==> config.mk <==
export PLATFORM = sky130hd
export DESIGN_NAME = bezier_ctrl
export DESIGN_NICKNAME = d
export VERILOG_FILES = /design/src/hdl/bezier_pkg.sv /design/src/hdl/bezier_ctrl.sv
export SDC_FILE = /design/constraint.sdc
export NUM_CORES = 1
export LEC_CHECK = 0
export ABC_AREA = 0
export BUFFER_PORTS_ARGS = -buffer_cell sky130_fd_sc_hd__buf_2
export CAP_MARGIN = 20
export CORE_MARGIN = 4
export CORE_UTILIZATION = 50
export DETAILED_ROUTE_END_ITERATION = 10
export PLACE_DENSITY = 0.73
export SYNTH_ARGS = -nofsm -noshare
export SYNTH_HDL_FRONTEND = slang
export SYNTH_SLANG_ARGS = --single-unit
==> constraint.sdc <==
create_clock -name clock -period 4.2 [get_ports clock]
set_clock_uncertainty 0.05 [all_clocks]
set_input_delay 0 -clock clock [delete_from_list [all_inputs] [get_ports clock]]
set_output_delay 0 -clock clock [all_outputs]
set_load 0.01 [all_outputs]
==> src/hdl/bezier_pkg.sv <==
`timescale 1ns / 1ps
// ----------------------------------------------------------------------------
// Bezier evaluator package
// Shared widths, request codes and the command bundle that the sequencer
// drives into the arithmetic datapath.
// ----------------------------------------------------------------------------
package bezier_pkg;

   localparam int CNT_W   = 4;
   localparam int IDX_IN_W = 3;
   localparam int IN_W    = 32;
   localparam int T_W     = 17;
   localparam int OUT_W   = 48;
   localparam int SCALE_W = 8;

   localparam logic [T_W-1:0]   T_ONE      = 17'h10000;
   localparam logic [15:0]      ROUND_HALF = 16'h8000;
   localparam logic [OUT_W-1:0] OUT_MAX    = {1'b0, {(OUT_W-1){1'b1}}};
   localparam logic [OUT_W-1:0] OUT_MIN    = {1'b1, {(OUT_W-1){1'b0}}};

   localparam logic REQ_LOAD = 1'b0;
   localparam logic REQ_EVAL = 1'b1;

   localparam logic [1:0] ORDER_POINT  = 2'd0;
   localparam logic [1:0] ORDER_FIRST  = 2'd1;
   localparam logic [1:0] ORDER_SECOND = 2'd2;
   localparam logic [1:0] ORDER_NONE   = 2'd3;

   typedef enum logic {
      OP_DIFF,
      OP_LERP
   } op_type;

   typedef struct packed {
      logic               store_wr;
      logic               load_row;
      logic               do_sub;
      logic               do_mul;
      logic               do_add;
      op_type             op;
      logic [SCALE_W-1:0] scale;
      logic [CNT_W-1:0]   wr_pos;
      logic               shift2;
      logic               load_out;
      logic               zero_out;
   } cmd_type;

endpackage

==> src/hdl/bezier_ctrl.sv <==
`timescale 1ns / 1ps
// ----------------------------------------------------------------------------
// Bezier evaluator sequencer
// Accepts transactions, plans the difference and interpolation passes and
// steps the datapath through subtract, multiply and add for each step.
// ----------------------------------------------------------------------------
module bezier_ctrl #(
   parameter int MAX_POINTS = 8
) (
   input  logic                         clock,
   input  logic                         reset,
   input  logic                         req_valid,
   output logic                         req_ready,
   input  logic                         req_type,
   input  logic [1:0]                   req_deriv_order,
   input  logic [bezier_pkg::CNT_W-1:0] point_count,
   output logic                         rsp_valid,
   input  logic                         rsp_ready,
   output bezier_pkg::cmd_type          cmd
);
   import bezier_pkg::*;

   typedef enum logic [2:0] {
      ST_IDLE,
      ST_SUB,
      ST_MUL,
      ST_ADD,
      ST_FINISH
   } state_type;

   state_type          state_ff, state_in;
   logic               rsp_valid_ff, rsp_valid_in;
   logic [CNT_W-1:0]   len_ff, len_in;
   logic [CNT_W-1:0]   step_ff, step_in;
   logic [CNT_W-1:0]   n_ff, n_in;
   logic [1:0]         diff_left_ff, diff_left_in;
   logic               order2_ff, order2_in;
   logic               zero_ff, zero_in;

   logic [CNT_W-1:0]   cnt;
   logic [CNT_W-1:0]   n_acc;
   logic               accept;
   logic               last;
   logic [1:0]         dl_next;
   logic [SCALE_W-1:0] nn1;

   always_comb begin
      cnt = point_count;
      if (MAX_POINTS < 15 && int'(point_count) > MAX_POINTS) begin
         cnt = CNT_W'(MAX_POINTS);
      end
      if (cnt < CNT_W'(2)) begin
         cnt = CNT_W'(2);
      end
   end

   assign n_acc     = cnt - CNT_W'(1);
   assign req_ready = (state_ff == ST_IDLE);
   assign accept    = req_valid && req_ready;
   assign rsp_valid = rsp_valid_ff;
   assign last      = (step_ff == len_ff - CNT_W'(2));
   assign dl_next   = (diff_left_ff != 2'd0) ? diff_left_ff - 2'd1 : 2'd0;
   assign nn1       = SCALE_W'(n_ff) * (SCALE_W'(n_ff) - SCALE_W'(1));

   always_comb begin
      state_in     = state_ff;
      rsp_valid_in = rsp_valid_ff && !rsp_ready;
      len_in       = len_ff;
      step_in      = step_ff;
      n_in         = n_ff;
      diff_left_in = diff_left_ff;
      order2_in    = order2_ff;
      zero_in      = zero_ff;

      cmd          = '0;
      cmd.op       = (diff_left_ff != 2'd0) ? OP_DIFF : OP_LERP;
      cmd.scale    = (diff_left_ff == 2'd2) ? SCALE_W'(1) :
                     (order2_ff ? nn1 : SCALE_W'(n_ff));
      cmd.zero_out = zero_ff;
      cmd.wr_pos   = last ? len_ff - CNT_W'(2) : len_ff - CNT_W'(1);
      cmd.shift2   = last;

      unique case (state_ff)
         ST_IDLE: begin
            if (accept) begin
               if (req_type == REQ_LOAD) begin
                  cmd.store_wr = 1'b1;
               end else begin
                  cmd.load_row = 1'b1;
                  len_in       = cnt;
                  step_in      = '0;
                  n_in         = n_acc;
                  order2_in    = (req_deriv_order == ORDER_SECOND);
                  zero_in      = 1'b0;
                  diff_left_in = 2'd0;
                  unique case (req_deriv_order)
                     ORDER_POINT: begin
                        state_in = ST_SUB;
                     end
                     ORDER_FIRST: begin
                        diff_left_in = 2'd1;
                        state_in     = ST_SUB;
                     end
                     ORDER_SECOND: begin
                        if (n_acc < CNT_W'(2)) begin
                           zero_in  = 1'b1;
                           state_in = ST_FINISH;
                        end else begin
                           diff_left_in = 2'd2;
                           state_in     = ST_SUB;
                        end
                     end
                     default: begin
                        zero_in  = 1'b1;
                        state_in = ST_FINISH;
                     end
                  endcase
               end
            end
         end
         ST_SUB: begin
            cmd.do_sub = 1'b1;
            state_in   = ST_MUL;
         end
         ST_MUL: begin
            cmd.do_mul = 1'b1;
            state_in   = ST_ADD;
         end
         ST_ADD: begin
            cmd.do_add = 1'b1;
            if (!last) begin
               step_in  = step_ff + CNT_W'(1);
               state_in = ST_SUB;
            end else begin
               step_in      = '0;
               len_in       = len_ff - CNT_W'(1);
               diff_left_in = dl_next;
               if (len_ff == CNT_W'(2) && dl_next == 2'd0) begin
                  state_in = ST_FINISH;
               end else begin
                  state_in = ST_SUB;
               end
            end
         end
         ST_FINISH: begin
            if (!rsp_valid_ff || rsp_ready) begin
               cmd.load_out = 1'b1;
               rsp_valid_in = 1'b1;
               state_in     = ST_IDLE;
            end
         end
         default: begin
            state_in = ST_IDLE;
         end
      endcase
   end

   always_ff @(posedge clock) begin
      if (reset) begin
         state_ff     <= ST_IDLE;
         rsp_valid_ff <= 1'b0;
         diff_left_ff <= 2'd0;
      end else begin
         state_ff     <= state_in;
         rsp_valid_ff <= rsp_valid_in;
         diff_left_ff <= diff_left_in;
      end
      len_ff       <= len_in;
      step_ff      <= step_in;
      n_ff         <= n_in;
      order2_ff    <= order2_in;
      zero_ff      <= zero_in;
   end

`ifndef SYNTHESIS
   a_len_valid : assert property (@(posedge clock) disable iff (reset)
      (state_ff == ST_SUB || state_ff == ST_MUL || state_ff == ST_ADD) |->
      len_ff >= CNT_W'(2))
      else $error("Pass length below two while stepping.");

   a_step_bound : assert property (@(posedge clock) disable iff (reset)
      (state_ff == ST_SUB || state_ff == ST_MUL || state_ff == ST_ADD) |->
      step_ff <= len_ff - CNT_W'(2))
      else $error("Step counter ran past the end of the pass.");

   a_no_overwrite : assert property (@(posedge clock) disable iff (reset)
      cmd.load_out |-> (!rsp_valid_ff || rsp_ready))
      else $error("Result register overwritten before the transaction completed.");

   a_diff_passes : assert property (@(posedge clock) disable iff (reset)
      diff_left_ff != 2'd3)
      else $error("More than two difference passes pending.");

   a_zero_path : assert property (@(posedge clock) disable iff (reset)
      (accept && req_type == REQ_EVAL && req_deriv_order == ORDER_NONE) |=>
      (state_ff == ST_FINISH && zero_ff))
      else $error("Unsupported order did not go straight to a zero result.");
`endif

endmodule

==> results_dict.tcl, run 1 <==
set metrics [dict create \
    status "completed" \
    critPathLaunchType "register" \
    place_congestion 0.8426 \
    overflow 0 \
    hold_start "rsp_ready" \
    cts_buffers 3 \
    fillCellCount 312 \
    cts_tree "done" \
    rsz0062_at_grt "false" \
    ys_ff_latch 20 \
    pwr-share-clk_pct 29.6 \
    hold_viol_final 0 \
    holdCritPathClass "input pin to register" \
    fin_crit_sh_pct 96.12 \
    clkLatencyLatePin_ns 0.26 \
    synth_area_per_cell_um2 9.107 \
    fp.dieW_um 69.55 \
    num_io_pins 34 \
    grt_pass1_vias 1451 \
    worstReg2RegEnd "diff_left_ff[0]$_SDFFE_PP0P_" \
    syn_inst 208 \
    grt_usage_pct 15.46 \
    synth_cell_types 38 \
    r2r_cells 7 \
    placedCellCount 284 \
    dp_hpwl_um 2960 \
    drv_cap 0 \
    worst_slack_ns 0.1629 \
    vias_per_cell 4.970 \
    pwr_density_cell_nw_per_um2 291.2 \
    die_h_um 69.55 \
    place_ws_ns 0.1546 \
    ir_worst_vdd_mv 0.1489 \
    seq_power_share_pct 36.5 \
    slew_violations 0 \
    power.switching_uw 198.2 \
    grt_max_degree 13 \
    whs_path_depth 4 \
    htreeDepth 1 \
    synth_warnings 0 \
    grt_pass1_wl_um 6272 \
    worstPathMaxFanout 4 \
    drc 0 \
    period_needed_ns 4.037 \
    numPortBuffers 33 \
    power_uw 650.3 \
    rrSetupSlack_ns 1.70 \
    crit_required_ns 4.15 \
    die_area_um2 4837 \
    synth_nets 252 \
    layout-drive-gt1-share_pct 20.56 \
    diodes 0 \
    synth_area_leader_cell "edfxtp_1" \
    antenna_found_initial 0 \
    cts.clk_slew.worst_paths_ns 0.08 \
    r2r-start "len_ff[1]$_DFFE_PP_" \
    multi_input_area_um2 1204 \
    cts.sink_count 20 \
    start_util_pct 51.74 \
    p_int_uw 452.1 \
    hold_end "rsp_valid$_SDFF_PP0_" \
    synth_top_cell_area_share_pct 22.19 \
    end_kind "primary output" \
    drt_pass1_iterations 4 \
    netlist_top_cells_area "edfxtp_1, ha_1, fa_1, dfxtp_1, inv_1" \
    ant_nets 0 \
    clock_path_buffers 2 \
    holdWs_ns 0.01084 \
    worstSetupPathType "register to primary output" \
    post_drt_wl_per_cell_um 12.09 \
    setup_viol 0 \
    fin_nets 293 \
    vias 1471 \
    instances_no_fill 296 \
    synth.cell_area_um2 1894 \
    tns_ns 0 \
    rows 22 \
    core_um2 3661 \
    drt_iter0_drc 44 \
    yosysSeqAreaShare_pct 28.53 \
    clockRootBuffer "clkbuf_8" \
    netSwitchingFraction_pct 30.47 \
    synthToLayoutAreaGrowth_pct 17.90 \
    arrival_ns 3.99 \
    p_leak_uw 0.001098 \
    wl_um 3579 \
    comb_power_share_pct 33.9 \
    clock.fmax_ghz 0.2477 \
    register_area_um2 540.5 \
]
-- layout make-up --
type                            count  area share [%]
Clock buffer                        3           1.849
Timing Repair Buffer               42           10.64
Clock inverter                      1           1.345
Sequential cell                    20           24.20
Inverter                           32           5.378
Tap cell                           48           2.689
Multi-Input combinational cell    150           53.89
-- per-stage QoR --
step | util (%) | area [µm²]
2_1_floorplan | - | 1894
5_1_grt | 61.00 | 2233
3_3_place_gp | 56.97 | 2086
6_report | 61.00 | 2233
3_5_place_dp | 56.97 | 2086
4_1_cts | 60.08 | 2200
-- cells by family (layout without fill, tap and decap cells) --
| kind of cell | count (synthesis) | after routing | synth area share, % |
|---|---|---|---|
| other | 1 | 1 | 0.1980 |
| XOR/XNOR | 18 | 18 | 9.115 |
| adder cells (fa/ha/maj) | 33 | 33 | 24.57 |
| AND/OR/NAND/NOR | 67 | 67 | 16.84 |
| buffers and inverters | 38 | 78 | 8.521 |
| AO/OA/AOI/OAI | 25 | 25 | 8.917 |
| flip-flops | 20 | 20 | 28.53 |
| multiplexers | 6 | 6 | 3.303 |
-- Yosys cell counts --
cell	instances
nand4_1	1
mux2_2	2
nor2b_1	6
o21ai_4	1
nor2_1	24
nand2_1	14
a2bb2oi_1	1
and3_1	2
buf_4	3
a21o_1	1
o2111ai_1	1
a211o_1	1
edfxtp_1	14
nor3_1	4
and2_1	1
xnor2_1	12
ha_1	26
xor3_1	1
a211oi_2	1
buf_6	1
clkbuf_1	2
o211ai_1	2
or3_1	1
nor3b_1	1
xor2_1	5
nand3_1	5
mux2i_1	4
nand2b_1	5
o32ai_1	1
a21oi_1	8
nor4b_1	1
inv_1	32
or4_1	2
dfxtp_1	6
conb_1	1
a31oi_1	2
fa_1	7
o21ai_0	6
-- power by group through the flow --
| stage | Combinational (µW) | Clock [µW] | Sequential [µW] |
|---|---|---|---|
| CTS | 218 | 194 | 237 |
| global placement | 208 | 0 | 242 |
| global route | 252 | 206 | 239 |
| finish | 221 | 192 | 237 |
| floorplan | 155 | 0 | 239 |
| detailed placement | 213 | 0 | 243 |
-- placed cells by master (no fill, tap or decap), types with 2 or more instances in the layout --
cell,instances
a31oi_1,2
and3_1,2
a21oi_1,7
buf_2,33
nand2_1,14
o21ai_0,6
o211ai_1,2
xor2_1,5
ha_1,26
inv_1,31
xnor2_1,12
nor3_1,4
edfxtp_1,14
nand2b_1,4
nand3_1,5
clkbuf_8,3
mux2i_1,4
or4_1,2
mux2_2,2
dlygate4sd3_1,2
nor2_1,24
fa_1,7
buf_4,7
dfxtp_1,6
nor2b_1,6
-- state kept, by name (all words and copies together), names as in the netlist --
signal,count
zero_ff,1
order2_ff,1
n_ff,4
state_ff,3
diff_left_ff,2
rsp_valid,1
len_ff,4
step_ff,4
-- layer usage --
| metal | vias to the layer above | GRT usage, % | part of all wire, % |
|---|---|---|---|
| li1 | 767 | - | - |
| met1 | 670 | 20.33 | 48 |
| met2 | 30 | 25.74 | 46 |
| met3 | 4 | 3.043 | 5.3 |
| met4 | 0 | 4.338 | 1.2 |
| met5 | - | 0 | 0 |
-- worst max-delay path, cell delays in order, from the launching register on --
cell and delay, ns:
edfxtp_1 0.43, or3_1 0.37, ha_1 0.31, nand2b_4 0.15, fa_1 0.52, fa_1 0.44, fa_1 0.55, inv_1 0.07
ha_1 0.29, a21o_1 0.17, a21oi_2 0.14, xnor2_1 0.12, nor2_1 0.05, buf_2 0.13
-- how the worst max path moves through the flow --
stage | from | to | slack [ns] | depth (start not counted)
final | n_ff[1]$_DFFE_PP_ | cmd[13] | 0.16 | 13
after global routing | n_ff[1]$_DFFE_PP_ | cmd[13] | 0.01 | 14
after CTS | n_ff[0]$_DFFE_PP_ | cmd[13] | 0.03 | 14
after detailed placement | n_ff[0]$_DFFE_PP_ | cmd[13] | 0.15 | 14
after global placement | n_ff[0]$_DFFE_PP_ | cmd[13] | 0.28 | 14
after floorplan | n_ff[0]$_DFFE_PP_ | cmd[13] | 0.43 | 13
-- timing repair --
item | in CTS | in global routing
hold endpoints to repair | 6 | 0
endpoints found under the setup margin | 1 | 1
pin swaps | 0 | 2
buffers inserted | 3 | 3
hold buffers | 2 | 0
resized for setup | 1 | 2
Note: power is estimated with default switching activity, not from simulation.
==> run 2, diff against run 1 <==
--- a/config.mk
+++ b/config.mk
@@ -12,6 +12,7 @@
 export CORE_UTILIZATION = 50
 export DETAILED_ROUTE_END_ITERATION = 10
 export PLACE_DENSITY = 0.73
+export RECOVER_POWER = 50
 export SYNTH_ARGS = -nofsm -noshare
 export SYNTH_HDL_FRONTEND = slang
 export SYNTH_SLANG_ARGS = --single-unit
==> constraint.sdc (replaced) <==
create_clock -name clock -period 4.5 [get_ports clock]
set_clock_uncertainty 0.05 [all_clocks]
set_input_delay 0 -clock clock [delete_from_list [all_inputs] [get_ports clock]]
set_output_delay 0 -clock clock [all_outputs]
set_load 0.01 [all_outputs]
==> run 2 against run 1 <==
Effect of this change:
- clock power shrank 7%
- register-to-register slack gained 0.28 ns
- non-clock buffer count shrank 7
- highest routed layer unchanged
==> results_dict.tcl, run 2 (synthesized netlist as in run 1, its figures left out) <==
set metrics [dict create \
    status "completed" \
    die_area_um2 4837 \
    holdCritPathClass "input pin to register" \
    vias_per_cell 5.010 \
    post_drt_wl_per_cell_um 12.00 \
    fin_nets 286 \
    place_congestion 0.8163 \
    rows 22 \
    core_um2 3661 \
    drv_cap 0 \
    clock.fmax_ghz 0.2365 \
    power.switching_uw 181.0 \
    clock_path_buffers 2 \
    numPortBuffers 33 \
    cts_buffers 3 \
    drt_pass1_iterations 5 \
    clkLatencyLatePin_ns 0.26 \
    die_h_um 69.55 \
    overflow 0 \
    critPathLaunchType "register" \
    ant_nets 0 \
    start_util_pct 51.74 \
    top_regs "len_ff (4), n_ff (4), step_ff (4)" \
    r2r-start "len_ff[1]$_DFFE_PP_" \
    end_kind "primary output" \
    grt_pass1_wl_um 6175 \
    fin_crit_sh_pct 93.96 \
    final_cell_mix "inv_1, ha_1, nor2_1" \
    drc 0 \
    dp_hpwl_um 2866 \
    rsz0062_at_grt "false" \
    seq_power_share_pct 37.5 \
    num_io_pins 34 \
    cts_tree "done" \
    synthToLayoutAreaGrowth_pct 13.67 \
    pwr-share-clk_pct 29.9 \
    period_needed_ns 4.228 \
    p_leak_uw 0.001015 \
    cts.clk_slew.worst_paths_ns 0.08 \
    clockRootBuffer "clkbuf_8" \
    vias 1448 \
    holdWs_ns 0.01584 \
    arrival_ns 4.18 \
    layout-drive-gt1-share_pct 12.03 \
    fp.dieW_um 69.55 \
    setup.worst_path.start "n_ff[2]$_DFFE_PP_" \
    netSwitchingFraction_pct 30.39 \
    worstSetupPathType "register to primary output" \
    grt_usage_pct 15.42 \
    grt_pass1_vias 1400 \
    setup_viol 0 \
    worstPathMaxFanout 10 \
    hold_viol_final 0 \
    grt_max_degree 13 \
    comb_power_share_pct 32.5 \
    slew_violations 0 \
    wl_um 3469 \
    tns_ns 0 \
    ir_worst_vdd_mv 0.1258 \
    crit_required_ns 4.45 \
    pwr_density_cell_nw_per_um2 276.7 \
    hold_start "rsp_ready" \
    p_int_uw 414.8 \
    htreeDepth 1 \
    antenna_found_initial 0 \
    layout_commonest_cell "inv_1" \
    diodes 0 \
    drt_iter0_drc 56 \
    cts.sink_count 20 \
]
==> run 2: power by group through the flow <==
stage               Clock [µW]  Sequential (µW)  Combinational (µW)
global route               189              226                 222
finish                     178              224                 194
CTS                        178              223                 200
floorplan                    0              223                 145
detailed placement           0              228                 198
global placement             0              227                 192
==> run 2: repair_timing <==
action | in CTS | in global routing
hold buffers | 2 | 0
endpoints found under the hold margin | 6 | 0
setup endpoints to repair | 0 | 1
buffers inserted | 0 | 0
gates resized for setup | 0 | 1
==> run 2: layout make-up <==
type | count | area, µm²
Inverter | 32 | 120.1
Fill cell | 333 | 1508
Clock inverter | 1 | 30.03
Clock buffer | 3 | 41.29
Tap cell | 48 | 60.06
Sequential cell | 20 | 540.5
Multi-Input combinational cell | 150 | 1192
Timing Repair Buffer | 35 | 168.9
==> run 2: final timing paths <==
| check | to | slack [ns] | cells past startpoint |
|---|---|---|---|
| worst max-delay path | cmd[13] | 0.27 | 13 |
| worst min-delay path | rsp_valid$_SDFF_PP0_ | 0.02 | 4 |
| worst max register to register | diff_left_ff[0]$_SDFFE_PP0P_ | 1.98 | 7 |
| worst min register to register | diff_left_ff[1]$_SDFFE_PP0P_ | 0.47 | 2 |
==> run 2: worst max-delay path, cell delays in order (launching register included) <==
cell	delay (ns)
edfxtp_1	0.51
or3_1	0.42
ha_1	0.29
nand2b_1	0.16
fa_1	0.49
fa_1	0.52
fa_1	0.55
inv_1	0.07
ha_1	0.29
a21o_1	0.15
a21oi_1	0.16
xnor2_1	0.13
nor2_1	0.05
buf_2	0.13
==> run 2: layer usage <==
metal | part of all wire (%) | up-vias | global-route usage [%]
li1 | - | 751 | -
met1 | 50 | 658 | 21.74
met2 | 44 | 35 | 23.83
met3 | 4.8 | 4 | 3.333
met4 | 0.84 | 0 | 4.121
met5 | 0 | - | 0
==> run 2: through the flow <==
stage                     worst slack [ns]  cells  area [µm²]  util [%]  total power [µW]
after detailed placement            0.4916    283        2078     56.77             425.1
after CTS                           0.2138    289        2170     59.26             601.4
final                               0.2716    289        2153     58.82             595.8
after global routing               0.01275    289        2153     58.82             637.0
after floorplan                     0.7258    208        1894         -             367.5
after global placement              0.5892    283        2078     56.77             419.0
==> run 3, diff against run 2 <==
--- a/config.mk
+++ b/config.mk
@@ -11,7 +11,7 @@
 export CORE_MARGIN = 4
 export CORE_UTILIZATION = 50
 export DETAILED_ROUTE_END_ITERATION = 10
-export PLACE_DENSITY = 0.73
+export PLACE_DENSITY = 0.76
 export RECOVER_POWER = 50
 export SYNTH_ARGS = -nofsm -noshare
 export SYNTH_HDL_FRONTEND = slang
==> constraint.sdc (replaced) <==
create_clock -name clock -period 3.8 [get_ports clock]
set_clock_uncertainty 0.05 [all_clocks]
set_input_delay 0 -clock clock [delete_from_list [all_inputs] [get_ports clock]]
set_output_delay 0 -clock clock [all_outputs]
set_load 0.01 [all_outputs]
==> run 3 against run 2 <==
Effect of this change:
- the flow now finishes with violations (negative setup slack)
- flip-flop and latch count stayed put
- final area is 8.4% higher
- largest power group is now combinational logic
- critical path type unchanged
- sequential share of layout area is 1.9 points lower
- sequential power is 17% higher
- largest cell class unchanged
- count of clock-buffer cells in the layout stayed put
- register-to-register slack worse by 0.65 ns
==> results_dict.tcl, run 3 (synthesized netlist as in run 1, its figures left out) <==
set metrics [dict create \
    wl_um 3769 \
    worst_slack_ns -0.06205 \
    diodes 0 \
    drt_iter0_drc 53 \
    vias_per_cell 4.944 \
    postLayoutCellArea_um2 2333 \
    cts_buffers 3 \
    antenna_found_initial 0 \
    cpMaxStageDelayCell "fa_1" \
    layout_commonest_cell "inv_1" \
    instances_no_fill 306 \
    holdCritPathClass "input pin to register" \
    clock.fmax_ghz 0.2589 \
    drc 0 \
    grt_pass1_vias 1445 \
    clockRootBuffer "clkbuf_8" \
    cp_cell_sequence "or3_1, ha_4, nand2b_4, fa_1, fa_1, fa_1, inv_2, ha_4, a21o_1, a21oi_2, xnor2_1, nor2_1, buf_2" \
    num_io_pins 34 \
    crit_required_ns 3.75 \
    drt_pass1_iterations 4 \
    clock_path_buffers 2 \
    slew_violations 0 \
    pwr_density_cell_nw_per_um2 315.6 \
    cts_tree "done" \
    core_um2 3661 \
    end_kind "primary output" \
    post_drt_wl_per_cell_um 12.32 \
    drv_cap 0 \
    fillCellCount 307 \
    fin_util_pct 63.74 \
    tns_ns -0.06205 \
    critPathLaunchType "register" \
    arrival_ns 3.81 \
    p_leak_uw 0.001097 \
    worstSetupPathType "register to primary output" \
    rsz0062_at_grt "true" \
    fin_nets 303 \
    path_depth 13 \
    hold_end "state_ff[2]$_SDFFE_PP0P_" \
    placed_area_um2 2138 \
    grt_usage_pct 16.57 \
    ir_worst_vdd_mv 0.2255 \
    worstReg2RegEnd "diff_left_ff[0]$_SDFFE_PP0P_" \
    worstPathMaxFanout 4 \
    whs_path_depth 4 \
    cpPeakStageDelay_ns 0.51 \
    crit_top_cell "fa_1" \
    grt_max_degree 13 \
    cp_top_family "adder cells" \
    hold_start "rsp_ready" \
    setup_viol 1 \
    cts.clk_slew.worst_paths_ns 0.08 \
    hold_viol_final 0 \
    layout-drive-gt1-share_pct 22.48 \
    die_h_um 69.55 \
    fin_crit_sh_pct 101.6 \
    rrSetupSlack_ns 1.33 \
    synthToLayoutAreaGrowth_pct 23.18 \
    grt_pass1_wl_um 6568 \
    final_cell_mix "inv_1, nor2_1, ha_1" \
    status "finished, violations left" \
    overflow 0 \
    period_needed_ns 3.862 \
    start_util_pct 51.74 \
    power_uw 736.4 \
    rows 22 \
    vias 1513 \
    r2r_cells 7 \
    die_area_um2 4837 \
    critPathBufInv 2 \
    r2r-start "len_ff[1]$_DFFE_PP_" \
    clkLatencyLatePin_ns 0.26 \
    violations "negative setup slack" \
    htreeDepth 1 \
    fp.dieW_um 69.55 \
    top_regs "len_ff (4), n_ff (4), step_ff (4)" \
    place_congestion 0.7994 \
    dp_hpwl_um 3052 \
    numPortBuffers 33 \
    ant_nets 0 \
    placedCellCount 291 \
    cts.sink_count 20 \
]
[run 3: changes by cell type in the layout (fill, tap and decap cells not counted), moves of 3 or more]
cell	previous run	this run
ha_4	0	3
ha_1	26	22
buf_4	0	18
inv_1	31	27
inv_2	1	5
[run 3: power breakdown]
| part | switching (µW) | internal (µW) |
|---|---|---|
| clock | 68.7 | 140 |
| combinational | 141 | 124 |
| sequential | 14.2 | 248 |
| total | 224 | 512 |
[run 3: timing repair]
| action | 4_1_cts | 5_1_grt |
|---|---|---|
| resized for setup | 7 | 5 |
| setup buffers | 10 | 0 |
| hold buffers | 1 | 0 |
| gates cloned | 0 | 0 |
| endpoints found under the hold margin | 6 | 0 |
| pin swaps | 8 | 2 |
| setup endpoints to repair | 3 | 3 |
[run 3: per-stage QoR]
stage	hold WS [ns]	setup slack, ns
2_1_floorplan	-0.002469	0.02583
3_3_place_gp	0.1938	0.02777
3_5_place_dp	0.1997	-0.04377
4_1_cts	0.01775	-0.06481
5_1_grt	0.02585	-0.1763
6_report	0.006424	-0.06205
[run 3: worst max-delay path by stage]
stage                                  from       to  slack [ns]
after floorplan           n_ff[0]$_DFFE_PP_  cmd[13]        0.03
after global routing      n_ff[1]$_DFFE_PP_  cmd[13]       -0.18
final                     n_ff[1]$_DFFE_PP_  cmd[13]       -0.06
after CTS                 n_ff[1]$_DFFE_PP_  cmd[13]       -0.06
after detailed placement  n_ff[0]$_DFFE_PP_  cmd[13]       -0.04
after global placement    n_ff[1]$_DFFE_PP_  cmd[13]        0.03
[run 3: worst min-delay path: stages]
cell,delay [ns]
buf_2,0.08
nor2b_1,0.05
nand3_1,0.08
a21oi_1,0.06
[run 3: metal layers]
metal	GRT usage (%)	routed length (µm)	vias to the layer above
li1	-	-	785
met1	22.46	1785	697
met2	27.65	1803	29
met3	3.043	153	2
met4	3.254	27	0
met5	0	0	-
[run 3: cell type report]
type	instances	area [µm²]	share of cell area, %
multi-input combinational	150	1247	53.46
sequential	20	540.5	23.16
timing repair buffer	52	294.0	12.60
inverter	32	120.1	5.147
tap	48	60.06	2.574
clock buffer	3	41.29	1.769
clock inverter	1	30.03	1.287
